## config.mk

```make
export PLATFORM = sky130hd
export DESIGN_NAME = lsb_stego_stream_extractor_flat
export DESIGN_NICKNAME = d
export VERILOG_FILES = /design/src/rtl/lsse_pkg.sv /design/src/rtl/lsse_if.sv /design/src/rtl/lsse_cfg_regs.sv /design/src/rtl/lsse_in_stage.sv /design/src/rtl/lsse_parser.sv /design/src/rtl/lsb_stego_stream_extractor.sv /design/src/flat_wrapper.sv
export VERILOG_INCLUDE_DIRS = /design/src /design/src/rtl
export SDC_FILE = /design/constraint.sdc
export NUM_CORES = 1
export LEC_CHECK = 0
export BUFFER_PORTS_ARGS = -buffer_cell sky130_fd_sc_hd__buf_2
export CAP_MARGIN = 10
export CORE_MARGIN = 4
export CORE_UTILIZATION = 58
export DETAILED_ROUTE_END_ITERATION = 6
export HOLD_SLACK_MARGIN = 0.08
export PLACE_DENSITY = 0.83
export SLEW_MARGIN = 20
export SYNTH_ARGS = -nofsm -noshare
export SYNTH_HDL_FRONTEND = slang
export SYNTH_HIERARCHICAL = 1
export SYNTH_SLANG_ARGS = --single-unit
```

## constraint.sdc

```tcl
create_clock -name clk -period 4.2 [get_ports clk]
set_input_delay 0 -clock clk [delete_from_list [all_inputs] [get_ports clk]]
set_output_delay 0 -clock clk [all_outputs]
set_load 0.05 [all_outputs]
```

## src/rtl/lsb_stego_stream_extractor_assert.svh

```systemverilog
// Assertion macros used by the stego extractor top level.
`ifndef LSB_STEGO_STREAM_EXTRACTOR_ASSERT_SVH
`define LSB_STEGO_STREAM_EXTRACTOR_ASSERT_SVH

// Same-cycle implication, disabled while reset is asserted.
`define LSSE_ASSERT_NOW(label, clk, rst_n, ante, cons) \
	label: assert property (@(posedge clk) disable iff (!rst_n) (ante) |-> (cons)) \
		else $error("lsse assertion failed");

// Next-cycle implication, disabled while reset is asserted.
`define LSSE_ASSERT_NEXT(label, clk, rst_n, ante, cons) \
	label: assert property (@(posedge clk) disable iff (!rst_n) (ante) |=> (cons)) \
		else $error("lsse assertion failed");

`endif

```

## src/rtl/lsse_pkg.sv

```systemverilog
// Package with types and constants of the stego stream extractor.
package lsse_pkg;

	localparam int unsigned LSSE_MAGIC_CHARS = 2;
	localparam logic [7:0]  LSSE_HEADER_SKIP_RST = 8'd54;
	localparam logic [15:0] LSSE_MAGIC_VALUE_RST = 16'h232A;
	localparam int unsigned LSSE_ADDR_W = 3;
	localparam int unsigned LSSE_DATA_W = 32;

	typedef enum logic [1:0] {
		KIND_EXT       = 2'd0,
		KIND_PAY       = 2'd1,
		KIND_BAD_MAGIC = 2'd2,
		KIND_EMPTY     = 2'd3
	} lsse_kind_t;

	typedef enum logic [0:0] {
		REG_HEADER_SKIP = 1'b0,
		REG_MAGIC_VALUE = 1'b1
	} lsse_reg_t;

	typedef struct packed {
		logic data_bit;
		logic restart;
	} lsse_item_t;

	typedef struct packed {
		logic [7:0]  header_skip;
		logic [15:0] magic_value;
	} lsse_cfg_t;

endpackage

```

## src/rtl/lsse_if.sv

```systemverilog
// Valid/ready channel interfaces for cover bytes and decoded results.
interface lsse_in_if;
	logic       valid;
	logic       ready;
	logic [7:0] cover_byte;
	logic       restart;

	modport source (output valid, cover_byte, restart, input ready);
	modport sink (input valid, cover_byte, restart, output ready);
endinterface

interface lsse_out_if;
	logic       valid;
	logic       ready;
	logic [7:0] out_byte;
	logic [1:0] out_kind;
	logic       last;

	modport source (output valid, out_byte, out_kind, last, input ready);
	modport sink (input valid, out_byte, out_kind, last, output ready);
endinterface

```

## src/rtl/lsse_cfg_regs.sv

```systemverilog
// APB register file holding the header skip count and the magic value.
module lsse_cfg_regs
	import lsse_pkg::*;
(
	input  logic                   clk,
	input  logic                   arst_n,
	input  logic                   psel,
	input  logic                   penable,
	input  logic                   pwrite,
	input  logic [LSSE_ADDR_W-1:0] paddr,
	input  logic [LSSE_DATA_W-1:0] pwdata,
	output logic [LSSE_DATA_W-1:0] prdata,
	output logic                   pready,
	output lsse_cfg_t              cfg
);

	lsse_cfg_t cfg_q;
	lsse_reg_t reg_sel;
	logic      wr_en;

	assign reg_sel = lsse_reg_t'(paddr[2]);
	assign wr_en   = psel && penable && pwrite;
	assign pready  = 1'b1;
	assign cfg     = cfg_q;

	always_ff @(posedge clk or negedge arst_n) begin
		if (!arst_n) begin
			cfg_q.header_skip <= LSSE_HEADER_SKIP_RST;
			cfg_q.magic_value <= LSSE_MAGIC_VALUE_RST;
		end else if (wr_en) begin
			case (reg_sel)
				REG_HEADER_SKIP: cfg_q.header_skip <= pwdata[7:0];
				REG_MAGIC_VALUE: cfg_q.magic_value <= pwdata[15:0];
				default: ;
			endcase
		end
	end

	always_comb begin
		case (reg_sel)
			REG_HEADER_SKIP: prdata = {24'd0, cfg_q.header_skip};
			REG_MAGIC_VALUE: prdata = {16'd0, cfg_q.magic_value};
			default: prdata = '0;
		endcase
	end

endmodule

```

## src/rtl/lsse_in_stage.sv

```systemverilog
// Input register that captures one cover beat for the parser.
module lsse_in_stage
	import lsse_pkg::*;
(
	input  logic       clk,
	input  logic       arst_n,
	lsse_in_if.sink    cover_in,
	input  logic       advance,
	output logic       item_valid,
	output lsse_item_t item
);

	logic       valid_s1;
	lsse_item_t item_s1;

	assign cover_in.ready = !valid_s1 || advance;
	assign item_valid     = valid_s1;
	assign item           = item_s1;

	always_ff @(posedge clk or negedge arst_n) begin
		if (!arst_n) begin
			valid_s1 <= 1'b0;
		end else if (cover_in.valid && cover_in.ready) begin
			valid_s1 <= 1'b1;
		end else if (advance) begin
			valid_s1 <= 1'b0;
		end
	end

	always_ff @(posedge clk) begin
		if (cover_in.valid && cover_in.ready) begin
			item_s1.data_bit <= cover_in.cover_byte[0];
			item_s1.restart  <= cover_in.restart;
		end
	end

endmodule

```

## src/rtl/lsse_parser.sv

```systemverilog
// Frame parser: header skip, bit gathering, field decode and result register.
module lsse_parser
	import lsse_pkg::*;
#(
	parameter int unsigned MAGIC_CHARS = LSSE_MAGIC_CHARS
) (
	input  logic       clk,
	input  logic       arst_n,
	input  logic       item_valid,
	input  lsse_item_t item,
	input  lsse_cfg_t  cfg,
	output logic       advance,
	lsse_out_if.source result_out
);

	localparam int unsigned MIDX_W = (MAGIC_CHARS > 1) ? $clog2(MAGIC_CHARS) : 1;

	typedef enum logic [2:0] {
		PH_HEADER,
		PH_MAGIC,
		PH_EXT_LEN,
		PH_EXT,
		PH_PAY_LEN,
		PH_PAY,
		PH_DONE
	} phase_t;

	phase_t            phase_q, cur_phase, work_phase, nxt_phase;
	logic [7:0]        hdr_q, cur_hdr, nxt_hdr;
	logic [4:0]        bits_q, cur_bits, nxt_bits;
	logic [31:0]       acc_q, cur_acc, nxt_acc;
	logic [31:0]       rem_q, cur_rem, nxt_rem;
	logic [MIDX_W-1:0] midx_q, cur_midx, nxt_midx;
	logic              take_bit;
	logic              complete;
	logic [31:0]       word;
	logic [7:0]        exp_magic;
	logic              emit;
	logic [7:0]        res_byte;
	lsse_kind_t        res_kind;
	logic              res_last;
	logic              out_valid_q;
	logic [7:0]        out_byte_q;
	lsse_kind_t        out_kind_q;
	logic              out_last_q;

	assign advance = item_valid && (!out_valid_q || result_out.ready);

	assign result_out.valid    = out_valid_q;
	assign result_out.out_byte = out_byte_q;
	assign result_out.out_kind = out_kind_q;
	assign result_out.last     = out_last_q;

	always_comb begin
		cur_phase = item.restart ? PH_HEADER : phase_q;
		cur_hdr   = item.restart ? 8'd0 : hdr_q;
		cur_bits  = item.restart ? 5'd0 : bits_q;
		cur_acc   = item.restart ? 32'd0 : acc_q;
		cur_rem   = item.restart ? 32'd0 : rem_q;
		cur_midx  = item.restart ? '0 : midx_q;

		nxt_phase = cur_phase;
		nxt_hdr   = cur_hdr;
		nxt_bits  = cur_bits;
		nxt_acc   = cur_acc;
		nxt_rem   = cur_rem;
		nxt_midx  = cur_midx;
		emit      = 1'b0;
		res_byte  = 8'd0;
		res_kind  = KIND_EXT;
		res_last  = 1'b0;
		take_bit  = 1'b0;

		if (cur_midx == MIDX_W'(MAGIC_CHARS - 1)) begin
			exp_magic = cfg.magic_value[7:0];
		end else if (MAGIC_CHARS >= 2 && cur_midx == MIDX_W'(MAGIC_CHARS - 2)) begin
			exp_magic = cfg.magic_value[15:8];
		end else begin
			exp_magic = 8'd0;
		end

		if (cur_phase == PH_HEADER) begin
			if (cur_hdr < cfg.header_skip) begin
				nxt_hdr = cur_hdr + 8'd1;
			end else begin
				take_bit = 1'b1;
			end
		end else if (cur_phase != PH_DONE) begin
			take_bit = 1'b1;
		end

		work_phase = (cur_phase == PH_HEADER) ? PH_MAGIC : cur_phase;
		word       = {cur_acc[30:0], item.data_bit};
		complete   = (work_phase == PH_EXT_LEN || work_phase == PH_PAY_LEN) ?
			(cur_bits == 5'd31) : (cur_bits == 5'd7);

		if (take_bit) begin
			nxt_phase = work_phase;
			if (!complete) begin
				nxt_acc  = word;
				nxt_bits = cur_bits + 5'd1;
			end else begin
				nxt_acc  = 32'd0;
				nxt_bits = 5'd0;
				case (work_phase)
					PH_MAGIC: begin
						if (word[7:0] != exp_magic) begin
							nxt_phase = PH_DONE;
							emit      = 1'b1;
							res_kind  = KIND_BAD_MAGIC;
							res_last  = 1'b1;
						end else if (cur_midx == MIDX_W'(MAGIC_CHARS - 1)) begin
							nxt_phase = PH_EXT_LEN;
						end else begin
							nxt_midx = cur_midx + MIDX_W'(1);
						end
					end
					PH_EXT_LEN: begin
						nxt_rem   = word;
						nxt_phase = (word == 32'd0) ? PH_PAY_LEN : PH_EXT;
					end
					PH_EXT: begin
						nxt_rem  = cur_rem - 32'd1;
						emit     = 1'b1;
						res_byte = word[7:0];
						res_kind = KIND_EXT;
						if (cur_rem == 32'd1) begin
							nxt_phase = PH_PAY_LEN;
						end
					end
					PH_PAY_LEN: begin
						nxt_rem = word;
						if (word == 32'd0) begin
							nxt_phase = PH_DONE;
							emit      = 1'b1;
							res_kind  = KIND_EMPTY;
							res_last  = 1'b1;
						end else begin
							nxt_phase = PH_PAY;
						end
					end
					PH_PAY: begin
						nxt_rem  = cur_rem - 32'd1;
						emit     = 1'b1;
						res_byte = word[7:0];
						res_kind = KIND_PAY;
						if (cur_rem == 32'd1) begin
							nxt_phase = PH_DONE;
							res_last  = 1'b1;
						end
					end
					default: nxt_phase = PH_DONE;
				endcase
			end
		end
	end

	always_ff @(posedge clk or negedge arst_n) begin
		if (!arst_n) begin
			phase_q     <= PH_HEADER;
			hdr_q       <= 8'd0;
			bits_q      <= 5'd0;
			acc_q       <= 32'd0;
			rem_q       <= 32'd0;
			midx_q      <= '0;
			out_valid_q <= 1'b0;
		end else if (advance) begin
			phase_q     <= nxt_phase;
			hdr_q       <= nxt_hdr;
			bits_q      <= nxt_bits;
			acc_q       <= nxt_acc;
			rem_q       <= nxt_rem;
			midx_q      <= nxt_midx;
			out_valid_q <= emit;
		end else if (result_out.ready) begin
			out_valid_q <= 1'b0;
		end
	end

	always_ff @(posedge clk) begin
		if (advance && emit) begin
			out_byte_q <= res_byte;
			out_kind_q <= res_kind;
			out_last_q <= res_last;
		end
	end

endmodule

```

## src/rtl/lsb_stego_stream_extractor.sv

```systemverilog
// Top level of the LSB stego stream extractor.
//
// Channel     Direction  Beat contents
// cover_in    sink       cover_byte[7:0], restart
// result_out  source     out_byte[7:0], out_kind[1:0], last
// apb         slave      header_skip at 0x0, magic_value at 0x4
//
// One cover beat per cycle is sustained while results are taken; a beat waits in the input
// register, and any result it yields is loaded into the result register as the parser advances.
// The parser state and the result register advance together, so a stalled
// result holds the parser and then the input register.
// Reset clears the parse state and loads header_skip 54 and magic_value 0x232A.
module lsb_stego_stream_extractor
	import lsse_pkg::*;
#(
	parameter int unsigned MAGIC_CHARS = LSSE_MAGIC_CHARS
) (
	input  logic                   clk,
	input  logic                   arst_n,
	lsse_in_if.sink                cover_in,
	lsse_out_if.source             result_out,
	input  logic                   psel,
	input  logic                   penable,
	input  logic                   pwrite,
	input  logic [LSSE_ADDR_W-1:0] paddr,
	input  logic [LSSE_DATA_W-1:0] pwdata,
	output logic [LSSE_DATA_W-1:0] prdata,
	output logic                   pready
);

	`include "lsb_stego_stream_extractor_assert.svh"

	lsse_cfg_t  cfg;
	logic       advance;
	logic       item_valid;
	lsse_item_t item;

	lsse_cfg_regs u_cfg_regs (
		.clk     (clk),
		.arst_n  (arst_n),
		.psel    (psel),
		.penable (penable),
		.pwrite  (pwrite),
		.paddr   (paddr),
		.pwdata  (pwdata),
		.prdata  (prdata),
		.pready  (pready),
		.cfg     (cfg)
	);

	lsse_in_stage u_in_stage (
		.clk        (clk),
		.arst_n     (arst_n),
		.cover_in   (cover_in),
		.advance    (advance),
		.item_valid (item_valid),
		.item       (item)
	);

	lsse_parser #(
		.MAGIC_CHARS (MAGIC_CHARS)
	) u_parser (
		.clk        (clk),
		.arst_n     (arst_n),
		.item_valid (item_valid),
		.item       (item),
		.cfg        (cfg),
		.advance    (advance),
		.result_out (result_out)
	);

	`LSSE_ASSERT_NOW(a_no_advance_when_stalled, clk, arst_n, result_out.valid && !result_out.ready, !advance)
	`LSSE_ASSERT_NOW(a_ready_when_empty, clk, arst_n, !item_valid, cover_in.ready)
	`LSSE_ASSERT_NOW(a_status_is_last, clk, arst_n, result_out.valid && (result_out.out_kind == KIND_BAD_MAGIC || result_out.out_kind == KIND_EMPTY), result_out.last && result_out.out_byte == 8'd0)
	`LSSE_ASSERT_NEXT(a_accept_fills_stage, clk, arst_n, cover_in.valid && cover_in.ready, item_valid)

endmodule

```

## src/flat_wrapper.sv

```systemverilog
// flat-port wrapper written by rule: the top's interface ports become plain ports
module lsb_stego_stream_extractor_flat import lsse_pkg::*;
#(
	parameter int unsigned MAGIC_CHARS = LSSE_MAGIC_CHARS
)
  (clk, arst_n, psel, penable, pwrite, paddr, pwdata, prdata, pready, cover_in_valid, cover_in_cover_byte, cover_in_restart, cover_in_ready, result_out_valid, result_out_out_byte, result_out_out_kind, result_out_last, result_out_ready);
  lsse_in_if cover_in_i ();
  lsse_out_if result_out_i ();
  input  logic clk;
  input  logic arst_n;
  input  logic psel;
  input  logic penable;
  input  logic pwrite;
  input  logic [LSSE_ADDR_W-1:0] paddr;
  input  logic [LSSE_DATA_W-1:0] pwdata;
  output logic [LSSE_DATA_W-1:0] prdata;
  output logic pready;
  input wire logic [$bits(cover_in_i.valid)-1:0] cover_in_valid;
  input wire logic [$bits(cover_in_i.cover_byte)-1:0] cover_in_cover_byte;
  input wire logic [$bits(cover_in_i.restart)-1:0] cover_in_restart;
  output wire logic [$bits(cover_in_i.ready)-1:0] cover_in_ready;
  output wire logic [$bits(result_out_i.valid)-1:0] result_out_valid;
  output wire logic [$bits(result_out_i.out_byte)-1:0] result_out_out_byte;
  output wire logic [$bits(result_out_i.out_kind)-1:0] result_out_out_kind;
  output wire logic [$bits(result_out_i.last)-1:0] result_out_last;
  input wire logic [$bits(result_out_i.ready)-1:0] result_out_ready;
  assign cover_in_i.valid = cover_in_valid;
  assign cover_in_i.cover_byte = cover_in_cover_byte;
  assign cover_in_i.restart = cover_in_restart;
  assign cover_in_ready = cover_in_i.ready;
  assign result_out_valid = result_out_i.valid;
  assign result_out_out_byte = result_out_i.out_byte;
  assign result_out_out_kind = result_out_i.out_kind;
  assign result_out_last = result_out_i.last;
  assign result_out_i.ready = result_out_ready;
  lsb_stego_stream_extractor #(.MAGIC_CHARS(MAGIC_CHARS)) u_core (.clk(clk), .arst_n(arst_n), .cover_in(cover_in_i), .result_out(result_out_i), .psel(psel), .penable(penable), .pwrite(pwrite), .paddr(paddr), .pwdata(pwdata), .prdata(prdata), .pready(pready));
endmodule
```

# ---- Yosys cells after proc, flatten, opt, wreduce, memory -nomap -nowiden
# Cells that the tools add are included.
dict set report word_totals {
  reg_bits 119
  input_bits 51
  output_inout_bits 46
  elab_cells 101
}
dict set report op_classes {
  addsub 4
  order_cmp 1
  n_eq_ne 10
  muxes 50
  bitwise 1
  n_reduce_logical 20
}
# cell count
set op_table {}
lappend op_table {{$pmux W32 S2} 2}
lappend op_table {{$mux W32} 3}
lappend op_table {{$mux W31} 3}
lappend op_table {{$eq A32 B1 Y1 const B} 1}
lappend op_table {{$logic_not A32 Y1} 1}
lappend op_table {{$mux W8} 4}
lappend op_table {{$sub A32 B1 Y32 const B} 1}
lappend op_table {{$mux W3} 9}
lappend op_table {{$mux W1} 19}
lappend op_table {{$mux W5} 3}
lappend op_table {{$pmux W3 S5} 1}
lappend op_table {{$add A8 B1 Y8 const B} 1}
lappend op_table {{$lt A8 B8 Y1} 1}
lappend op_table {{$ne A8 B8 Y1} 1}
lappend op_table {{$eq A3 B2 Y1 const B} 2}
lappend op_table {{$eq A3 B3 Y1 const B} 2}
lappend op_table {{$mux W2} 3}
lappend op_table {{$pmux W1 S3} 2}
lappend op_table {{$pmux W2 S3} 1}
lappend op_table {{$reduce_and A2 Y1} 3}
lappend op_table {{$add A5 B1 Y5 const B} 1}
lappend op_table {{$eq A5 B3 Y1 const B} 1}
lappend op_table {{$eq A5 B5 Y1 const B} 1}
lappend op_table {{$logic_and A1 B1 Y1} 5}
lappend op_table {{other kinds (10)} 15}

# ---- Depth between registers and ports, before layout
# Gate-level depths: netlist of run 1.
dict set report depth {
  word_depth 9
  mapped_depth 15
  ltp_nobuf 9
}

# ---- By module
# The synthesis of run 1 kept the hierarchy.
# mod n_inst cells_per_inst area_each_um2 seq_area_each_um2
set by_module_without_submodules {}
lappend by_module_without_submodules {lsse_parser 1 623 5639.2 2357.3}
lappend by_module_without_submodules {lsse_cfg_regs 1 88 1265.0 613.1}
lappend by_module_without_submodules {lsse_in_stage 1 6 113.9 85.1}

# ---- Least setup slack after synthesis of run 1
# Ideal clock, no wire load.
dict set report synth_timing {
  path_kind {register -> register}
  startpoint {reg u_core.u_in_stage.item_s1, in the netlist u_core/u_in_stage/item[0]}
  endpoint {reg u_core.u_parser.out_last_q (netlist: u_core/u_parser/result_out.last), enable pin}
  setup_time_ns 0.378
  arrival_time_ns 3.370
  required_ns 3.822
  slack_ns 0.452
  path_stages_with_launch 15
  n_path_buf 6
  synth_period_minus_slack_ns 3.748
  path_cell_list {edfxtp_1 > buf_2 > buf_2 > buf_1 > clkbuf_1 > clkbuf_1 > nor2b_1 > ha_1 > a211oi_1 > o221ai_1 > and2_1 > a31o_2 > clkbuf_1 > nand3_1 > nor2_1}
}
dict set report synth_between {
  elab_chain_cells 9
  elab_cells_between_ends 31
  classes_between {order compare (1); eq/ne (9); mux (16); reduce/logical (5)}
}
# item line_no
set synth_rtl {}
lappend synth_rtl {{start, declared} lsse_in_stage.sv:14} ;# lsse_item_t item_s1;
lappend synth_rtl {{$mux W3} lsse_parser.sv:55} ;# cur_phase = item.restart ? PH_HEADER : phase_q;
lappend synth_rtl {{$logic_not A3 Y1} {lsse_parser.sv:82, lsse_parser.sv:92}}
lappend synth_rtl {{$mux W3} lsse_parser.sv:92} ;# work_phase = (cur_phase == PH_HEADER) ? PH_MAGIC : cur_phase;
lappend synth_rtl {{$eq A3 B3 Y1 (tied with other cells)} lsse_parser.sv:105} ;# case (work_phase)
lappend synth_rtl {{$reduce_or A2 Y1 (no source line) / $logic_or A1 B1 Y1 (equally long branches)} --}
lappend synth_rtl {{$pmux W1 S3 / $mux W1 (equally long branches)} {lsse_parser.sv:105, lsse_parser.sv:94}}
lappend synth_rtl {{$mux W1} lsse_parser.sv:99} ;# if (!complete) begin
lappend synth_rtl {{$mux W1 *} lsse_parser.sv:97} ;# if (take_bit) begin
lappend synth_rtl {{$logic_and A1 B1 Y1 *} lsse_parser.sv:181} ;# if (advance && emit) begin
lappend synth_rtl {{end signal, assigned} lsse_parser.sv:184} ;# out_last_q <= res_last;
lappend synth_rtl {{end, declared} lsse_parser.sv:45} ;# logic out_last_q;
# Every way passes the cells marked *; elsewhere a longest branch is shown, timed or not.
# A chain may end at the register's enable or synchronous reset.

# ---- Final worst setup path of run 1
dict set report layout_timing {
  startpoint {reg u_core.u_in_stage.item_s1, in the netlist u_core/u_in_stage/item[0]}
  endpoint {reg u_core.u_parser.rem_q[10]}
}
dict set report layout_between {
  elab_chain_cells 8
  elab_cells_between_ends 26
  classes_between {add/sub (1); order compare (1); eq/ne (7); mux (13); reduce/logical (4)}
}
# item line_no
set layout_rtl {}
lappend layout_rtl {{branches (longest 7 deep; another with $sub A32 B1 Y32)} --}
lappend layout_rtl {{$mux W32 *} lsse_parser.sv:97}
lappend layout_rtl {{end signal, assigned} lsse_parser.sv:172} ;# rem_q <= nxt_rem;
lappend layout_rtl {{end, declared} lsse_parser.sv:32} ;# logic [31:0] rem_q, cur_rem, nxt_rem;
# Mark *: on every way between the ends.

==> flow_summary_export.csv, run 1 <==
group,metric,value,unit
die,io_pins,97,
final_layout,regArea,0.00306,mm^2
final_layout,antenna_cells,0,
critical_path,r2r-start,"u_core/u_in_stage/item[0]$_DFFE_PP_",
critical_path,slowest_delay,0.79,ns
synth,synth_edf_count,13,
timing,max_freq,268,MHz
placement,hpwl,12500,um
placement,port_buffers,54,
timing,tightest_slew,0.874,ns
power,p_per_area,440,mW/mm^2
synth,synth_top_area_cell,"dfrtp_1",
timing,rsz0062_at_grt,"false",
die,fp-row-count,39,
synth,syn_inst,717,
critical_path,critPathKind,"reg2reg",
final_layout,final_common_cell,"dfrtp_1",
final_layout,synthToLayoutAreaGrowth,16.8,%
timing,slew_violations,0,
critical_path,cp_cell_sequence,"clkinv_1 -> nand2_1 -> ha_1 -> o21ai_1 -> or2_2 -> o311ai_0 -> a21oi_1 -> a21oi_1 -> o21ai_0",
timing,tns,0,ns
grt,grt_pass1_wl,33400,um
placement,finalWeightedCongestion,0.934,
cts,cts_setup_buffers,0,
final_layout,nNetsFinal,852,
final_layout,drive_above_1_share,20.0,%
critical_path,required,4.48,ns
cts,htreeDepth,4,
die,dieArea,0.0139,mm^2
worst_hold_path,hold_path_class,"in2async",
cts,cts_tree,"yes",
critical_path,cp_data_arrival_time,4.01,ns
critical_path,worstPathMaxFanout,23,
route,ant_nets,0,
final_layout,final_cell_mix,"dfrtp_1, nand2_1, buf_2",
synth,ys_warn_count,6,
final_layout,fillers,762,
cts,clock_latency,0.42,ns
synth,synth_top_area_share,34.2,%
die,coreArea,0.0116,mm^2
route,totalWireLength,20900,um
synth,synth-async-reset-ratio,89.1,%
cts,clock_path_buffers,2,
die,start_util,60.4,%
route,vias,6586,
cts,post_cts_resized,0,
die,dieWidth,118,um
timing,slew_headroom,41.5,%
route,drc,0,
critical_path,startpoint_type,"register",
cts,ctsHoldBuffers,27,
synth,ys_top_cells_by_area,"dfrtp_1, edfxtp_1, a22o_1, mux2_2, dfstp_2",
critical_path,endpoint_kind,"register",
synth,synth_seq_cells,119,
synth,yosys_most_used_dff,"dfrtp_1",
timing,hold_violations,0,
critical_path,crit_path_start,"u_core/u_in_stage/item[0]$_DFFE_PP_",
status,status,"finished, final reports clean",
route,via_per_inst,6.96,
cts,cts_root_buf,"clkbuf_16",
synth,synth.avg_cell_area,9.79,um^2
route,wl_per_cell,22.1,um
route,dr.pass1.iters,6,
timing,setup_viol_count_final,0,
cts,clk_pin_slew,0.05,ns
power,vdd_drop_max,0.452,mV
synth,ys_seq_area_share,43.5,%
timing,fin_crit_sh,88.9,%
final_layout,multi_input_area,0.00364,mm^2
synth,synth.cell_area,0.00702,mm^2
critical_path,cpMaxStageDelayCell,"edfxtp_1",
grt,overflow,0,
synth,ys_types,84,
flow_run,maxCapViolCount,0,
grt,grtUsageTotal,30.0,%
critical_path,crit_path_frequent_cell,"a21oi_1",
power,p_leak,3.65,nW
grt,antenna_found_initial,0,
cts,cts_sinks,119,
grt,first_global_vias,6484,
timing,final.min_clock_period,3.73,ns
power,total_power,3.60,mW
cts,numCtsBuffers,17,
die,die_h,118,um
route,drt-initial-drc-count,1165,
timing,fin_skew,0.00643,ns
grt,grt_max_degree,79,
==> area by class of cell <==
type                       count  area share [%]
clock inverter                 7            1.10
sequential                   119            37.3
clock buffer                  25            6.06
multi-input combinational    535            44.4
timing repair buffer          94            7.86
tap                          143            2.18
inverter                      23            1.05
==> layer usage <==
| metal | vias to the layer above | wire (um) | GRT usage [%] |
|---|---|---|---|
| met5 | - | 0 | 0 |
| met4 | 0 | 994 | 16.6 |
| met3 | 120 | 1890 | 8.02 |
| met2 | 478 | 10300 | 48.6 |
| met1 | 3190 | 7690 | 36.3 |
| li1 | 2798 | - | - |
==> stage by stage <==
stage | worst slack [ns] | area [um^2] | instances | utilization [%] | hold WS (ns)
floorplan | 0.452 | 7070 | 732 | - | -0.296
global placement | 0.724 | 7330 | 887 | 63.1 | 0.176
detailed placement | 0.470 | 7330 | 887 | 63.1 | 0.181
CTS | 0.409 | 8190 | 946 | 70.5 | 0.221
global route | 0.315 | 8190 | 946 | 70.6 | 0.249
finish | 0.466 | 8190 | 946 | 70.6 | 0.197
==> final timing paths <==
check | slack (ns) | to | depth (start not counted)
worst max register to register | 0.47 | u_core/u_parser/rem_q[10]$_DFFE_PN0P_ | 9
min in group clk | 0.24 | u_core/u_cfg_regs/cfg[0]$_DFFE_PN0P_ | 3
worst min register to register | 0.50 | u_core/u_parser/bits_q[1]$_DFFE_PN0P_ | 1
worst min-delay path | 0.20 | u_core/u_parser/acc_q[11]$_DFFE_PN0P_ | 2
max in group asynchronous | 3.11 | u_core/u_parser/acc_q[19]$_DFFE_PN0P_ | 3
worst max-delay path | 0.47 | u_core/u_parser/rem_q[10]$_DFFE_PN0P_ | 9
==> synth_stat cells, types with 3 or more instances <==
master / instances
a221o_1: 4
xnor2_1: 4
mux2_2: 24
mux2i_1: 9
and2_1: 15
a32o_1: 4
a221oi_1: 4
or4_1: 5
o21ai_1: 5
a2bb2oi_1: 3
inv_1: 22
clkbuf_1: 22
a211oi_1: 4
a22o_1: 37
mux2_4: 10
xor2_1: 5
nor3b_1: 4
nor3_1: 24
o21ai_0: 52
nand3_1: 15
o22ai_1: 6
o21a_1: 4
a31oi_1: 7
buf_2: 10
nand4_1: 10
nand2b_1: 6
nor4_1: 12
dfrtp_1: 96
a21oi_1: 30
and3_1: 3
o41ai_1: 6
ha_1: 11
o31ai_1: 3
nor2_1: 46
a22oi_1: 16
buf_4: 19
edfxtp_1: 13
nor2b_1: 21
o211ai_1: 6
dfstp_2: 10
nand2_1: 55
==> sequential cells by signal, summed over array words and instances (netlist names), 2 cells and up <==
signal / count
u_core/u_cfg_regs/cfg: 24
u_core/u_parser/bits_q: 5
u_core/u_parser/hdr_q: 8
u_core/u_in_stage/item: 2
u_core/u_parser/acc_q: 31
u_core/u_parser/rem_q: 32
u_core/u_parser/result_out.out_byte: 8
u_core/u_parser/result_out.out_kind: 2
u_core/u_parser/phase_q: 3
==> worst max-delay path, delay by kind of cell, from the launching register on <==
family                   cells  cell delay (ns)
AO/OA/AOI/OAI                5             1.28
adder cells (fa/ha/maj)      1             0.26
buffers and inverters        1             0.60
flip-flops                   1             0.79
AND/OR/NAND/NOR              2             0.66
==> cells by family after synthesis <==
group,Yosys count,synth area share (%)
simple gates,241,19.1
compound gates,214,21.3
flops,119,43.5
other cells,2,0.107
buf+inv,78,5.53
mux,43,7.27
xor+xnor,9,1.12
fa+ha+maj,11,1.96
==> report_power, final <==
part	switching (mW)	internal [mW]
clock	0.529	0.939
combinational	0.467	0.269
sequential	0.134	1.27
No activity file was read; power rests on OpenSTA's default activity.
==> run 2, diff against run 1 <==
PLACE_DENSITY = unset   (was 0.83)
PLACE_DENSITY_LB_ADDON = 0.1   (was unset)
==> run 2 against run 1 <==
Net effect: first-iteration DRC count down 41%; sequential share of layout area down 0.080 points; highest routed layer unchanged; sequential cell count unchanged; maximum frequency up 15%; largest cell class unchanged; die area unchanged.
==> flow_summary_export.csv, run 2 (synthesized netlist as in run 1, its figures left out) <==
group,metric,value,unit
status,status,"finished, final reports clean",
final_layout,nNetsFinal,853,
route,drc,0,
route,drt-initial-drc-count,693,
critical_path,cp_data_arrival_time,3.59,ns
critical_path,reg2reg_to,"u_core/u_parser/acc_q[19]$_DFFE_PN0P_",
placement,placed_cells,889,
route,vias,6106,
critical_path,endpoint_kind,"register",
final_layout,final_cells,946,
die,io_pins,97,
final_layout,max_flop_register,"u_core/u_parser/rem_q",
grt,overflow,0,
critical_path,r2r_cells,11,
power,p_int,2.52,mW
grt,grt_max_degree,74,
cts,clock_latency,0.42,ns
critical_path,critPathKind,"reg2reg",
power,p_per_area,438,mW/mm^2
critical_path,required,4.55,ns
die,dieWidth,118,um
power,vdd_drop_max,0.350,mV
timing,fin_crit_sh,77.2,%
route,totalWireLength,19000,um
die,die_h,118,um
critical_path,r2r-start,"u_core/u_in_stage/item[0]$_DFFE_PP_",
final_layout,regArea,0.00306,mm^2
final_layout,multi_input_area,0.00364,mm^2
cts,clock_path_buffers,2,
final_layout,largest_reg_flops,32,
route,wl_per_cell,20.1,um
timing,final.min_clock_period,3.24,ns
die,start_util,60.4,%
final_layout,antenna_cells,0,
power,p_leak,3.66,nW
route,via_per_inst,6.45,
cts,cts_sinks,119,
critical_path,reg2reg_slack,0.96,ns
critical_path,crit_path_start,"u_core/u_in_stage/item[0]$_DFFE_PP_",
final_layout,final_common_cell,"dfrtp_1",
timing,tns,0,ns
critical_path,crit_end,"u_core/u_parser/acc_q[19]$_DFFE_PN0P_",
placement,hpwl,12400,um
power,switching_share,30.1,%
route,ant_nets,0,
final_layout,fillers,901,
grt,grtUsageTotal,28.0,%
cts,clk_pin_slew,0.05,ns
timing,hold_violations,0,
final_layout,final_cell_mix,"dfrtp_1, nand2_1, buf_2",
critical_path,startpoint_type,"register",
cts,cts_root_buf,"clkbuf_16",
grt,first_global_vias,5818,
grt,antenna_found_initial,0,
route,dr.pass1.iters,5,
placement,finalWeightedCongestion,0.888,
power,clkPwrFrac,41.8,%
critical_path,worstPathMaxFanout,41,
timing,slew_headroom,37.7,%
worst_hold_path,hold_path_class,"in2async",
timing,rsz0062_at_grt,"false",
die,dieArea,0.0139,mm^2
power,power_frac_comb,19.4,%
cts,htreeDepth,4,
timing,slew_violations,0,
timing,tightest_slew,0.934,ns
grt,grt_pass1_wl,31300,um
final_layout,drive_above_1_share,20.5,%
placement,port_buffers,54,
timing,fin_skew,0.00891,ns
cts,numCtsBuffers,17,
die,coreArea,0.0116,mm^2
flow_run,maxCapViolCount,0,
timing,max_freq,308,MHz
cts,cts_tree,"yes",
final_layout,synthToLayoutAreaGrowth,17.0,%
timing,setup_viol_count_final,0,
die,fp-row-count,39,
power,power_frac_seq,38.8,%
power,switchingPower,1.08,mW
## run 2: worst min path at each step
stage	from	to	slack (ns)	cells past startpoint
finish	arst_n	u_core/u_cfg_regs/cfg[14]$_DFFE_PN0P_	0.24	2
global route	cover_in_cover_byte[0]	u_core/u_in_stage/item[1]$_DFFE_PP_	0.31	2
floorplan	arst_n	u_core/u_cfg_regs/cfg[0]$_DFFE_PN0P_	-0.30	0
CTS	cover_in_cover_byte[0]	u_core/u_in_stage/item[1]$_DFFE_PP_	0.28	2
global placement	cover_in_cover_byte[0]	u_core/u_in_stage/item[1]$_DFFE_PP_	0.18	1
detailed placement	cover_in_restart	u_core/u_in_stage/item[0]$_DFFE_PP_	0.18	1
## run 2: critical path: stages, from the launching register on
cell and delay, ns:
edfxtp_1 0.49, buf_4 0.44, nor2b_1 0.11, ha_1 0.32, o21ai_0 0.10, o221ai_1 0.23
and2_1 0.17, a31o_2 0.29, nand3_1 0.27, nor2_2 0.17, buf_4 0.35, a22o_1 0.21
## run 2: per-stage QoR
| step | hold slack, ns | total power [mW] | worst slack [ns] | instance area [um^2] | utilization (%) |
|---|---|---|---|---|---|
| final | 0.239 | 3.60 | 0.957 | 8210 | 70.7 |
| after global routing | 0.310 | 3.75 | 0.757 | 8210 | 70.7 |
| after floorplan | -0.296 | 1.90 | 0.452 | 7070 | - |
| after detailed placement | 0.181 | 2.08 | 1.08 | 7340 | 63.2 |
| after CTS | 0.280 | 3.60 | 1.04 | 8210 | 70.7 |
| after global placement | 0.177 | 2.05 | 1.18 | 7340 | 63.2 |
## run 2: cell type report
class	count	area share [%]
Clock buffer	23	5.94
Clock inverter	8	1.46
Inverter	23	1.05
Multi-Input combinational cell	535	44.3
Sequential cell	119	37.2
Tap cell	143	2.18
Timing Repair Buffer	95	7.86
## run 2: layer usage
metal	vias to the layer above	GRT usage, %	part of all wire (%)
met5	-	0	0
met4	0	9.01	1.6
met3	27	6.49	8.4
met2	278	42.8	47
met1	3000	39.6	43
li1	2801	-	-
## run 2: what timing repair did
item,in CTS,in global routing
endpoints found under the hold margin,99,0
hold buffers,26,0
resized for setup,0,0
buffers inserted,0,0
## run 2: power groups by stage
stage	sequential, mW	clock (mW)	combinational [mW]
2_1_floorplan	1.35	0	0.550
3_3_place_gp	1.40	0	0.648
3_5_place_dp	1.41	0	0.666
4_1_cts	1.39	1.52	0.692
5_1_grt	1.41	1.58	0.758
6_report	1.40	1.50	0.700
